[config.mk]
export PLATFORM = sky130hd
export DESIGN_NAME = aar_divider
export DESIGN_NICKNAME = d
export VERILOG_FILES = /design/src/hw/rtl/aar_pkg.sv /design/src/hw/rtl/aar_divider.sv
export SDC_FILE = /design/constraint.sdc
export NUM_CORES = 1
export LEC_CHECK = 0
export BUFFER_PORTS_ARGS = -buffer_cell sky130_fd_sc_hd__buf_4
export CORE_ASPECT_RATIO = 1.5
export CORE_MARGIN = 4
export CORE_UTILIZATION = 45
export CTS_BUF_LIST = sky130_fd_sc_hd__clkbuf_8
export DETAILED_ROUTE_END_ITERATION = 12
export GPL_ROUTABILITY_DRIVEN = 0
export PLACE_DENSITY = 0.72
export SYNTH_ARGS = -nofsm -noshare
export SYNTH_HDL_FRONTEND = slang
export SYNTH_SLANG_ARGS = --single-unit
export TNS_END_PERCENT = 10
[constraint.sdc]
create_clock -name clock -period 2.4 [get_ports clock]
set_input_delay 0.12 -clock clock [delete_from_list [all_inputs] [get_ports clock]]
set_output_delay 0.12 -clock clock [all_outputs]
set_load 0.005 [all_outputs]
[src/hw/rtl/aar_pkg.sv]
`timescale 1ns / 1ps
`default_nettype none
// ---------------------------------------------------------------------------
// aar_pkg: shared types and constants of the annealing accept/reject unit
// Holds the sequencer states, divider control, table fill phases, register
// indexes and the Q62 constants used to build the exponential table.
// ---------------------------------------------------------------------------
package aar_pkg;

   // default depth of the exp(-q) probability table
   localparam int PROB_TABLE_DEPTH = 4096;

   // shift-subtract divider: 40-bit dividend, iteration counter
   localparam int DIV_W     = 40;
   localparam int DIV_CNT_W = 6;
   localparam int DIVISOR_W = 32;
   localparam logic [DIV_CNT_W-1:0] MOD_ITERS = DIV_CNT_W'(32);
   localparam logic [DIV_CNT_W-1:0] DIV_ITERS = DIV_CNT_W'(40);

   localparam int COST_W = 32;
   localparam int TEMP_W = 32;
   localparam int PROB_W = 16;
   localparam int STEP_W = 31;

   localparam logic [PROB_W-1:0] PROB_MAX = '1;

   // configuration registers
   localparam logic [31:0]       RESET_PERIOD_INIT = 32'hFFFF_FFFF;
   localparam logic [STEP_W-1:0] LAST_ITER_INIT    = STEP_W'(1000);

   typedef enum logic [0:0] {
      CSR_RESET_PERIOD   = 1'b0,
      CSR_LAST_ITERATION = 1'b1
   } csr_index_type;

   // main sequencer
   typedef enum logic [2:0] {
      ST_FILL,
      ST_IDLE,
      ST_MOD_START,
      ST_MOD_WAIT,
      ST_DIV_START,
      ST_DIV_WAIT,
      ST_TABLE_RD,
      ST_FINISH
   } state_type;

   // divider start command
   typedef struct packed {
      logic                 start;
      logic [DIV_CNT_W-1:0] iters;
   } div_ctl_type;

   // table fill: four partial products, final add, write and advance
   typedef enum logic [2:0] {
      PH_LL,
      PH_LH,
      PH_HL,
      PH_HH,
      PH_ADD,
      PH_STEP
   } fill_phase_type;

   localparam logic [63:0] Q62_ONE = 64'h4000_0000_0000_0000;

   // exp(-1/256) in Q62 from its alternating series, evaluated at elaboration
   function automatic logic [63:0] exp_ratio_q62();
      logic [63:0] term;
      logic [63:0] ratio;
      term  = Q62_ONE;
      ratio = Q62_ONE;
      for (int n = 1; n < 20; n++) begin
         term = (term >> 8) / 64'(n);
         if ((n % 2) == 1) begin
            ratio = ratio - term;
         end else begin
            ratio = ratio + term;
         end
      end
      return ratio;
   endfunction

   localparam logic [63:0] EXP_RATIO = exp_ratio_q62();

endpackage
`default_nettype wire

[src/hw/rtl/aar_divider.sv]
`timescale 1ns / 1ps
`default_nettype none
// ---------------------------------------------------------------------------
// aar_divider: shared restoring shift-subtract divider
// One quotient bit per cycle over a left-aligned 40-bit dividend; the
// dividend register shifts out at the top and collects quotient bits.
// ---------------------------------------------------------------------------
module aar_divider (
   input  wire logic                           clock,
   input  wire logic                           reset,
   input  wire aar_pkg::div_ctl_type           ctl,
   input  wire logic [aar_pkg::DIV_W-1:0]      dividend,
   input  wire logic [aar_pkg::DIVISOR_W-1:0]  divisor,
   output logic      [aar_pkg::DIV_W-1:0]      quotient,
   output logic      [aar_pkg::DIVISOR_W-1:0]  remainder,
   output logic                                busy
);

   localparam int DW = aar_pkg::DIVISOR_W;
   localparam int NW = aar_pkg::DIV_W;

   logic [NW-1:0]                 sh_ff, sh_in;
   logic [DW-1:0]                 rem_ff, rem_in;
   logic [DW-1:0]                 dsr_ff, dsr_in;
   logic [aar_pkg::DIV_CNT_W-1:0] cnt_ff, cnt_in;
   logic                          busy_ff, busy_in;
   logic [DW+1:0]                 trial;
   logic                          ge;

   // trial subtract of the shifted partial remainder
   assign trial = {1'b0, rem_ff, sh_ff[NW-1]} - {2'b00, dsr_ff};
   assign ge    = ~trial[DW+1];

   // load on start, otherwise one quotient bit per cycle
   always_comb begin
      sh_in   = sh_ff;
      rem_in  = rem_ff;
      dsr_in  = dsr_ff;
      cnt_in  = cnt_ff;
      busy_in = busy_ff;
      if (ctl.start) begin
         sh_in   = dividend;
         rem_in  = '0;
         dsr_in  = divisor;
         cnt_in  = ctl.iters;
         busy_in = 1'b1;
      end else if (busy_ff) begin
         sh_in   = {sh_ff[NW-2:0], ge};
         rem_in  = ge ? trial[DW-1:0] : {rem_ff[DW-2:0], sh_ff[NW-1]};
         cnt_in  = cnt_ff - 1'b1;
         busy_in = (cnt_ff != aar_pkg::DIV_CNT_W'(1));
      end
   end

   always_ff @(posedge clock) begin
      if (reset) begin
         cnt_ff  <= '0;
         busy_ff <= 1'b0;
      end else begin
         cnt_ff  <= cnt_in;
         busy_ff <= busy_in;
      end
   end

   always_ff @(posedge clock) begin
      sh_ff  <= sh_in;
      rem_ff <= rem_in;
      dsr_ff <= dsr_in;
   end

   assign quotient  = sh_ff;
   assign remainder = rem_ff;
   assign busy      = busy_ff;

endmodule
`default_nettype wire

==> key figures <==
Place
  – DP Worst Slack: -0.365 ns
  – Post-Place Cell Area: 8320 µm²
  – Port Buffers: 153
  – HPWL Detailed: 12800 µm
  – DP Cell Count: around 980

Routing
  – Via count: 5570
  – Routed Antenna Nets: 0
  – DRT Pass-1 Iters: 4
  – DRC: 0
  – Avg WL per Cell: 16.6 µm
  – Via density: ~5.4
  – Final wirelength: 17100 µm
  – Iteration-0 DRC Markers: 244

STA
  – Max Fclk: 369 MHz
  – Final Critical Period: approximately 2.7 ns
  – Setup slack after layout: -0.311 ns
  – Worst Tran Pin Value: 0.701 ns
  – Max-slew violations: 0
  – Final setup viols: 33
  – Hold Violations, Final: 0
  – Final worst-path cycle share: 113%
  – RSZ-0062 raised after global routing: true
  – Post-route setup TNS: -4.54 ns
  – Rel. slew slack: 53.2%
  – Clock Skews: about 0.014 ns

Setup path
  – Crit end category: flip-flop
  – Worst endpoint required time: 2.70 ns
  – Kind of critical path: reg -> reg
  – Crit start category: flip-flop
  – Max FO, Critical Path: 13
  – Reg-to-Reg Start: dsr_ff[1]
  – Worst Setup SP: dsr_ff[1]
  – Critical Path AT: 3.01 ns

Global routing
  – GRT Resource Usage Total: 21.7%
  – Largest net degree at the start of global routing: 39
  – Antenna violations before repair: 0
  – Congestion Overflow GR: 0
  – First-pass GRT wire length: 27900 µm
  – Vias in the first global route: 5843

Floorplan
  – Starting Density: about 46%
  – Num ports: 154
  – Die footprint: 15700 µm²
  – Die Height: 152 µm
  – Core Area: around 13000 µm²
  – Die Wd: just over 100 µm
  – Cell row count: 52

Min path
  – Hold path start: dividend[5]
  – Min-Delay Path Class: in -> reg

Yosys
  – Ys async rst share: 0%
  – Seq cells post-synth: 111
  – Area of the mapped netlist: just over 6000 µm²
  – Synth Area in Adders: 7.19%
  – Most used DFF post-synth: edfxtp_1
  – Netlist cell types: 57
  – Post-Synth Simple-Gate Area: 10.9%
  – EDFF count, synth: 72
  – Compound-gate portion of the synthesized area: 14.9%
  – Syn_area_per_cell: 10.7 µm²
  – Synth Net Count: around 700
  – Multiplexer share of the synthesized area: 10.2%
  – Post-Synth XOR/XNOR Area: ~4.4%
  – Seq/Total Area, Yosys: between 40% and 50%
  – Post-synthesis cell count: 577
  – Main combinational cell family by area after synthesis: compound AO/OA/AOI/OAI gates
  – Number of synthesis warnings: 0

Clock network
  – Worst-path clk slew: roughly 0.11 ns
  – Clk buf depth: 2
  – CTS Buf Count: 9
  – CTS tree: built
  – Clk Latency, worst-skew pair: roughly 0.38 ns
  – Clock Tree Root: clkbuf_8
  – CTS Sinks: approximately 110
  – Total number of H-tree levels: 3

Pwr
  – Worst IR Drop VDD: 0.369 mV
  – Power per standard cell area: 525 nW/µm²
  – Final total power: ~4800 µW
  – Leakage power: ~0.0043 µW

Layout
  – Final Net Count: 980
  – Diodes inserted: 0
  – Fillcell total: 981
  – Most frequent cells in the layout: 254 x buf_4, 72 x edfxtp_1, 47 x nor2_1, 39 x mux2_2, 39 x dlygate4sd3_1
  – Finished Layout Cells: 1031
  – Final instance area: 9080 µm²
  – Area growth, synth to finish: 46.6%
  – Share of cells above drive strength 1: 41.5%
  – Most common cell after layout, fill and taps aside: buf_4

Outcome
  – Outcome: complete, but fails checks
  – Failing checks: setup timing

Job
  – Max-cap violations: 0
power by group:
group	leakage, µW	switching, µW	internal [µW]
Clock	0.000101	697	404
Sequential	0.00104	89.1	2210
Combinational	0.00315	621	744
Total	0.00428	1410	3360
synth_stat cells (all sizes together), types with 5 or more instances:
master   n  area share, %
a211oi  15            1.8
a21o    24            2.9
a21oi   32            2.6
a31oi    8           0.81
and3     5           0.50
buf      5            1.2
clkbuf  18            1.1
dfxtp   39             13
edfxtp  72             35
ha      34            6.9
inv     43            2.6
mux2    39            7.1
mux2i   19            3.1
nand2   36            2.3
nand3   15            1.2
nand4    6           0.61
nor2    48            2.9
nor3    10           0.89
o21ai   20            1.6
o311ai   7           0.99
xnor2   16            2.3
xor2    15            2.1
path summary, 6_finish.rpt:
check,endpoint,slack (ns),depth (start not counted)
min reg2reg,remainder[19],0.51,2
max,remainder[0],-0.31,12
min,quotient[5],0.03,2
max reg2reg,remainder[0],-0.31,12
sequential cells by signal, indices dropped and copies added, names as in the netlist:
name	count
busy	1
dsr_ff	32
cnt_ff	6
remainder	32
quotient	40
per-layer routing:
metal  vias to the layer above  share of wire [%]  global-route usage, %
met5                         -                  0                      0
met4                         0                2.8                   8.98
met3                        30                6.1                   5.21
met2                       175                 52                   40.3
met1                      2663                 39                   23.9
li1                       2702                  -                      -
layout make-up:
cell class	count	area (µm²)	share of cell area, %
Clock buffer	9	124	1.36
Sequential cell	111	2940	32.4
Timing Repair Buffer	299	2400	26.4
Multi-Input combinational cell	400	3190	35.1
Tap cell	162	203	2.23
Inverter	43	161	1.78
Clock inverter	7	66.3	0.730
critical path: stages, from the launching register on:
cell and delay [ns]:
edfxtp_1 0.35, inv_2 0.06, ha_4 0.26, nor2b_4 0.17, o2111ai_4 0.14, a2111oi_4 0.45, nor3_2 0.09, o21bai_2 0.14
a311o_2 0.22, nand2_4 0.08, buf_12 0.17, or2_2 0.29, a311oi_2 0.23
stage by stage:
step	hold WS (ns)	util, %
after floorplan	0.192	-
final	0.0336	67.4
after CTS	0.00874	66.5
after global placement	0.298	61.8
after detailed placement	0.299	61.8
after global routing	0.00826	67.4
kinds of logic (layout without fill, tap and decap cells):
family                   count (synthesis)  count (layout)
AND/OR/NAND/NOR                        142             142
AO/OA/AOI/OAI                          134             134
flip-flops                             111             111
buffers and inverters                   66             358
multiplexers                            58              58
adder cells (fa/ha/maj)                 35              35
XOR/XNOR                                31              31
what timing repair did:
action	4_1_cts	5_1_grt
gates cloned	0	0
buffers inserted	1	0
endpoints found under the setup margin	33	33
pin swaps	10	20
hold buffers	39	0
endpoints found under the hold margin	39	0
resized for setup	20	25
Note: power is estimated with default switching activity, not from simulation.
