**config.mk**
```make
export PLATFORM = sky130hd
export DESIGN_NAME = aar_table_fill
export DESIGN_NICKNAME = d
export VERILOG_FILES = /design/src/hw/rtl/aar_pkg.sv /design/src/hw/rtl/aar_table_fill.sv
export SDC_FILE = /design/constraint.sdc
export NUM_CORES = 2
export LEC_CHECK = 0
export BUFFER_PORTS_ARGS = -buffer_cell sky130_fd_sc_hd__buf_2
export CORE_ASPECT_RATIO = 0.9
export CORE_MARGIN = 4
export CORE_UTILIZATION = 61
export CTS_CLUSTER_SIZE = 25
export DETAILED_ROUTE_END_ITERATION = 8
export GPL_TIMING_DRIVEN = 0
export PLACE_DENSITY = 0.84
export REMOVE_ABC_BUFFERS = 1
export SYNTH_ARGS = -nofsm -noshare
export SYNTH_HDL_FRONTEND = slang
export SYNTH_SLANG_ARGS = --single-unit
```
**constraint.sdc**
```tcl
create_clock -name clock -period 9.15 [get_ports clock]
set_input_delay 1.3725 -clock clock [delete_from_list [all_inputs] [get_ports clock]]
set_output_delay 1.3725 -clock clock [all_outputs]
set_load 0.01 [all_outputs]
```
**src/hw/rtl/aar_pkg.sv**
```systemverilog
`timescale 1ns / 1ps
`default_nettype none
// ---------------------------------------------------------------------------
// aar_pkg: shared types and constants of the annealing accept/reject unit
// Holds the sequencer states, divider control, table fill phases, register
// indexes and the Q62 constants used to build the exponential table.
// ---------------------------------------------------------------------------
package aar_pkg;

   // default depth of the exp(-q) probability table
   localparam int PROB_TABLE_DEPTH = 4096;

   // shift-subtract divider: 40-bit dividend, iteration counter
   localparam int DIV_W     = 40;
   localparam int DIV_CNT_W = 6;
   localparam int DIVISOR_W = 32;
   localparam logic [DIV_CNT_W-1:0] MOD_ITERS = DIV_CNT_W'(32);
   localparam logic [DIV_CNT_W-1:0] DIV_ITERS = DIV_CNT_W'(40);

   localparam int COST_W = 32;
   localparam int TEMP_W = 32;
   localparam int PROB_W = 16;
   localparam int STEP_W = 31;

   localparam logic [PROB_W-1:0] PROB_MAX = '1;

   // configuration registers
   localparam logic [31:0]       RESET_PERIOD_INIT = 32'hFFFF_FFFF;
   localparam logic [STEP_W-1:0] LAST_ITER_INIT    = STEP_W'(1000);

   typedef enum logic [0:0] {
      CSR_RESET_PERIOD   = 1'b0,
      CSR_LAST_ITERATION = 1'b1
   } csr_index_type;

   // main sequencer
   typedef enum logic [2:0] {
      ST_FILL,
      ST_IDLE,
      ST_MOD_START,
      ST_MOD_WAIT,
      ST_DIV_START,
      ST_DIV_WAIT,
      ST_TABLE_RD,
      ST_FINISH
   } state_type;

   // divider start command
   typedef struct packed {
      logic                 start;
      logic [DIV_CNT_W-1:0] iters;
   } div_ctl_type;

   // table fill: four partial products, final add, write and advance
   typedef enum logic [2:0] {
      PH_LL,
      PH_LH,
      PH_HL,
      PH_HH,
      PH_ADD,
      PH_STEP
   } fill_phase_type;

   localparam logic [63:0] Q62_ONE = 64'h4000_0000_0000_0000;

   // exp(-1/256) in Q62 from its alternating series, evaluated at elaboration
   function automatic logic [63:0] exp_ratio_q62();
      logic [63:0] term;
      logic [63:0] ratio;
      term  = Q62_ONE;
      ratio = Q62_ONE;
      for (int n = 1; n < 20; n++) begin
         term = (term >> 8) / 64'(n);
         if ((n % 2) == 1) begin
            ratio = ratio - term;
         end else begin
            ratio = ratio + term;
         end
      end
      return ratio;
   endfunction

   localparam logic [63:0] EXP_RATIO = exp_ratio_q62();

endpackage
`default_nettype wire

```
**src/hw/rtl/aar_table_fill.sv**
```systemverilog
`timescale 1ns / 1ps
`default_nettype none
// ---------------------------------------------------------------------------
// aar_table_fill: builds the exp(-q/256) probability table after reset
// Repeated Q62 multiplication by exp(-1/256) through one 32x32 multiplier,
// four partial products per entry; each entry is rounded to Q0.16.
// ---------------------------------------------------------------------------
module aar_table_fill #(
   parameter int DEPTH = aar_pkg::PROB_TABLE_DEPTH
) (
   input  wire logic                       clock,
   input  wire logic                       reset,
   output logic                            wr_en,
   output logic [$clog2(DEPTH)-1:0]        wr_addr,
   output logic [aar_pkg::PROB_W-1:0]      wr_data,
   output logic                            done
);

   localparam int AW  = $clog2(DEPTH);
   localparam int VW  = 63;
   localparam int ACW = 126;
   localparam logic [AW-1:0] LAST_IDX = AW'(DEPTH - 1);
   localparam logic [31:0]   R_LO     = aar_pkg::EXP_RATIO[31:0];
   localparam logic [31:0]   R_HI     = aar_pkg::EXP_RATIO[63:32];

   aar_pkg::fill_phase_type phase_ff, phase_in;
   logic [VW-1:0]   v_ff, v_in;
   logic [ACW-1:0]  acc_ff, acc_in;
   logic [63:0]     prod_ff, prod_in;
   logic [AW-1:0]   idx_ff, idx_in;
   logic            done_ff, done_in;
   logic [31:0]     op_a;
   logic [31:0]     op_b;
   logic [63:0]     rnd_sum;
   logic [17:0]     entry;

   // operand select for the shared multiplier
   always_comb begin
      op_a = v_ff[31:0];
      op_b = R_LO;
      case (phase_ff)
         aar_pkg::PH_LH: begin
            op_a = v_ff[31:0];
            op_b = R_HI;
         end
         aar_pkg::PH_HL: begin
            op_a = {1'b0, v_ff[VW-1:32]};
            op_b = R_LO;
         end
         aar_pkg::PH_HH: begin
            op_a = {1'b0, v_ff[VW-1:32]};
            op_b = R_HI;
         end
         default: begin
            op_a = v_ff[31:0];
            op_b = R_LO;
         end
      endcase
   end

   // rounding of the current Q62 value to Q0.16, capped
   assign rnd_sum = {1'b0, v_ff} + 64'h0000_2000_0000_0000;
   assign entry   = rnd_sum[63:46];

   always_comb begin
      phase_in = phase_ff;
      v_in     = v_ff;
      acc_in   = acc_ff;
      idx_in   = idx_ff;
      done_in  = done_ff;
      prod_in  = op_a * op_b;
      wr_en    = 1'b0;
      if (!done_ff) begin
         unique case (phase_ff)
            aar_pkg::PH_LL: begin
               phase_in = aar_pkg::PH_LH;
            end
            aar_pkg::PH_LH: begin
               acc_in   = ACW'(prod_ff);
               phase_in = aar_pkg::PH_HL;
            end
            aar_pkg::PH_HL: begin
               acc_in   = acc_ff + (ACW'(prod_ff) << 32);
               phase_in = aar_pkg::PH_HH;
            end
            aar_pkg::PH_HH: begin
               acc_in   = acc_ff + (ACW'(prod_ff) << 32);
               phase_in = aar_pkg::PH_ADD;
            end
            aar_pkg::PH_ADD: begin
               acc_in   = acc_ff + (ACW'(prod_ff) << 64);
               phase_in = aar_pkg::PH_STEP;
            end
            aar_pkg::PH_STEP: begin
               wr_en    = 1'b1;
               v_in     = acc_ff[ACW-2:62];
               idx_in   = idx_ff + 1'b1;
               done_in  = (idx_ff == LAST_IDX);
               phase_in = aar_pkg::PH_LL;
            end
            default: begin
               phase_in = aar_pkg::PH_LL;
            end
         endcase
      end
   end

   always_ff @(posedge clock) begin
      if (reset) begin
         phase_ff <= aar_pkg::PH_LL;
         v_ff     <= aar_pkg::Q62_ONE[VW-1:0];
         idx_ff   <= '0;
         done_ff  <= 1'b0;
      end else begin
         phase_ff <= phase_in;
         v_ff     <= v_in;
         idx_ff   <= idx_in;
         done_ff  <= done_in;
      end
   end

   always_ff @(posedge clock) begin
      acc_ff  <= acc_in;
      prod_ff <= prod_in;
   end

   assign wr_addr = idx_ff;
   assign wr_data = (entry > 18'(aar_pkg::PROB_MAX)) ? aar_pkg::PROB_MAX
                                                    : entry[aar_pkg::PROB_W-1:0];
   assign done    = done_ff;

endmodule
`default_nettype wire

```
==> impl_results.md <==
* Status: completed
* Syn_area_per_cell at 9.012 µm²
* Critical Path Most Common Cell: fa_1
* Post-Synthesis Cells at 4664
* Synth Area in Simple Gates at 11.88%
* Die footprint at 73170 µm²
* Startpoint Class: register
* # IOs at 32
* Share of cells above drive strength 1 at 9.249%
* CORE AREA at 68430 µm²
* Final ANT Viol Nets at 0
* Crit path max fanout at 15
* Max-cap violations at 0
* Vias at 34390
* # setup viols final at 0
* Root buf cell: clkbuf_16
* Filler cells at 5373
* Setup WS pre-CTS at -2261 ps
* Seq cells post-synth at 236
* Hold depth at 2
* DIE WIDTH at 284.7 µm
* Period utilization at 98.93%
* DRT Pass-1 Iters at 6
* Slew Limit Fails at 0
* Detailed placer's ending HPWL at 110600 µm
* Combinational family with the most area after synthesis: adder cells
* CP arrival at 9480 ps
* Max transition margin at 18.78%
* Htree depth at 1
* Final #Nets at 5859
* Highest clock rate at 110.5 MHz
* Largest net degree at the start of global routing at 94
* CTS tree: done
* Synth cell count leaders: inv_1, fa_1, ha_1, nand2_1, a21oi_1
* Dominant synthesized flop cell: dfxtp_1
* Antenna Cells at 0
* GRT Overall Usage at 36.70%
* Post-synthesis mux area share at 0.4793%
* Overflow after GRT at 0
* IO Port Bufs at 31
* Worst setup EP type: register
* Synth Area in Adders at 46.70%
* Area after DPL at 43120 µm²
* Setup WS post-layout at 97.64 ps
* Post-synthesis sequential area ratio at 13.46%
* Vias in the first global route at 34350
* Starting Density at 61.42%
* CTS max path bufs at 3
* Crit path kind: register to register
* CP max stage cell: fa_1
* Worst VDD drop at 0.1580 mV
* Top cell type's share of synthesized area at 32.20%
* Fin area at 46010 µm²
* Global-route wire length before repair at 205100 µm
* Worst-skew pair later-pin latency at 560 ps
* Critical Path Max Stage Delay at 640 ps
* Total leakage power at 0.02371 µW
* Setup TNS at 0 ps
* Worst r2r path cells at 32
* Register area at 5663 µm²
* Ranking of synthesized cells by area: fa_1, ha_1, inv_1
* CTS sink count at 236
* Count leader, synth: inv_1
* Area grow syn2layout at 9.466%
* Post-synthesis compound-gate area fraction at 12.60%
* PwrDens at 99.69 nW/µm²
* Num CTS Buffers at 27
* Synth async-reset ratio at 0%
* Yosys warns at 0
* DRT iter0 DRCs at 3666
* WP data required at 9580 ps
* Flop2flop setup slack at 100 ps
* Slew @ Worst Pin at 1188 ps
* Post-synth cell types at 88
* DR WL/cell at 24.00 µm
* Area taken by multi-input logic gates at 33450 µm²
* Number of flops mapped to enable cells by yosys at 93
* Placer Congestion at 1.008
* Residual DRC count at 0
* Worst Hold Class: register to register
* Worst Skew at 11.50 ps
* Post-Syn Area at 42030 µm²
* Core Rows at 91
* Reg clk slew, reported paths at 60 ps
* Vias per cell at 6.094
* Final wirelength at 135400 µm
* Initial antenna violation count at 1
* Final hold violations at 0
* Final total power at 4587 µW
* Die Y at 257.0 µm
* Post-Synth XOR/XNOR Area at 5.418%
* Final worst path period need at 9052 ps
* Synth area leader: fa_1
cells by family after synthesis:
kind of cell	after synthesis
fa+ha+maj	1163
simple gates	1076
mux	20
xor+xnor	260
flops	236
buf+inv	1055
compound gates	853
other cells	1
layer usage:
metal	routed length, µm	up-vias	track usage (%)
li1	-	15230	-
met5	0	-	0
met3	14740	414	8.477
met4	8198	0	16.68
met1	53540	16870	50.60
met2	58970	1885	55.60
state kept, by name, indices dropped and copies added (netlist names):
register and flops:
v_ff 63, done 1, phase_ff 3, acc_ff 93, wr_addr 12, prod_ff 64
power by group:
group | switching, µW | leakage, µW | internal [µW] | total (µW)
sequential | 190 | 0.00210 | 1240 | 1430
clock | 479 | 0.000482 | 693 | 1170
combinational | 1240 | 0.0211 | 747 | 1980
total | 1910 | 0.0237 | 2680 | 4590
layout by cell type (no fill, tap or decap), drive strengths merged, types with 8 or more instances in the layout:
cell      count
o21a         25
a21o        131
xor2         96
dfxtp       143
clkinvlp     13
and2         20
o21ai       174
mux2i        19
o22ai        47
o21bai       31
nand2       439
a211o        10
nor3         77
nor4         10
a21oi       289
o31ai        14
nor2        213
and3         42
nand3        85
xnor2       164
buf         150
a21boi       10
fa          676
edfxtp       93
nand4        56
or3           8
clkbuf       38
a211oi       17
nand2b       17
ha          487
inv         891
or2          57
o211ai       16
nor2b        26
a31oi        26
worst max-delay path, delay by kind of cell, from the launching register on:
| kind | cells | cell delay, ps |
|---|---|---|
| AO/OA/AOI/OAI | 10 | 2110 |
| multiplexers | 1 | 420 |
| adder cells (fa/ha/maj) | 9 | 4240 |
| AND/OR/NAND/NOR | 2 | 340 |
| XOR/XNOR | 1 | 150 |
| buffers and inverters | 9 | 1220 |
| flip-flops | 1 | 410 |
path summary, 6_finish.rpt:
path	from	to
worst min-delay path	v_ff[13]	v_ff[13]
worst max-delay path	phase_ff[2]	prod_ff[62]
worst max register to register	phase_ff[2]	prod_ff[62]
worst min register to register	v_ff[13]	v_ff[13]
cell type report:
| type | count | share of cell area (%) |
|---|---|---|
| clock buffers | 38 | 1.879 |
| inverters | 899 | 7.454 |
| flip-flops and latches | 236 | 12.31 |
| multi-input cells | 3379 | 72.70 |
| repair buffers | 151 | 2.921 |
| clock inverters | 11 | 0.2121 |
| well taps | 930 | 2.529 |
repair_timing:
item	in CTS	in global routing
hold buffers	0	0
endpoints found under the setup margin	48	19
pin swaps	10	21
setup buffers	51	53
gates resized for setup	127	105
cloned	4	1
per-stage QoR:
step / util [%] / hold WS [ps] / instances
6_report: 67.24 / 457.4 / 5644
4_1_cts: 65.93 / 457.2 / 5590
5_1_grt: 67.24 / 477.6 / 5644
3_5_place_dp: 63.01 / 447.0 / 5486
3_3_place_gp: 62.48 / 441.3 / 5471
2_1_floorplan: - / 429.6 / 4510
No activity file was read; power rests on OpenSTA's default activity.
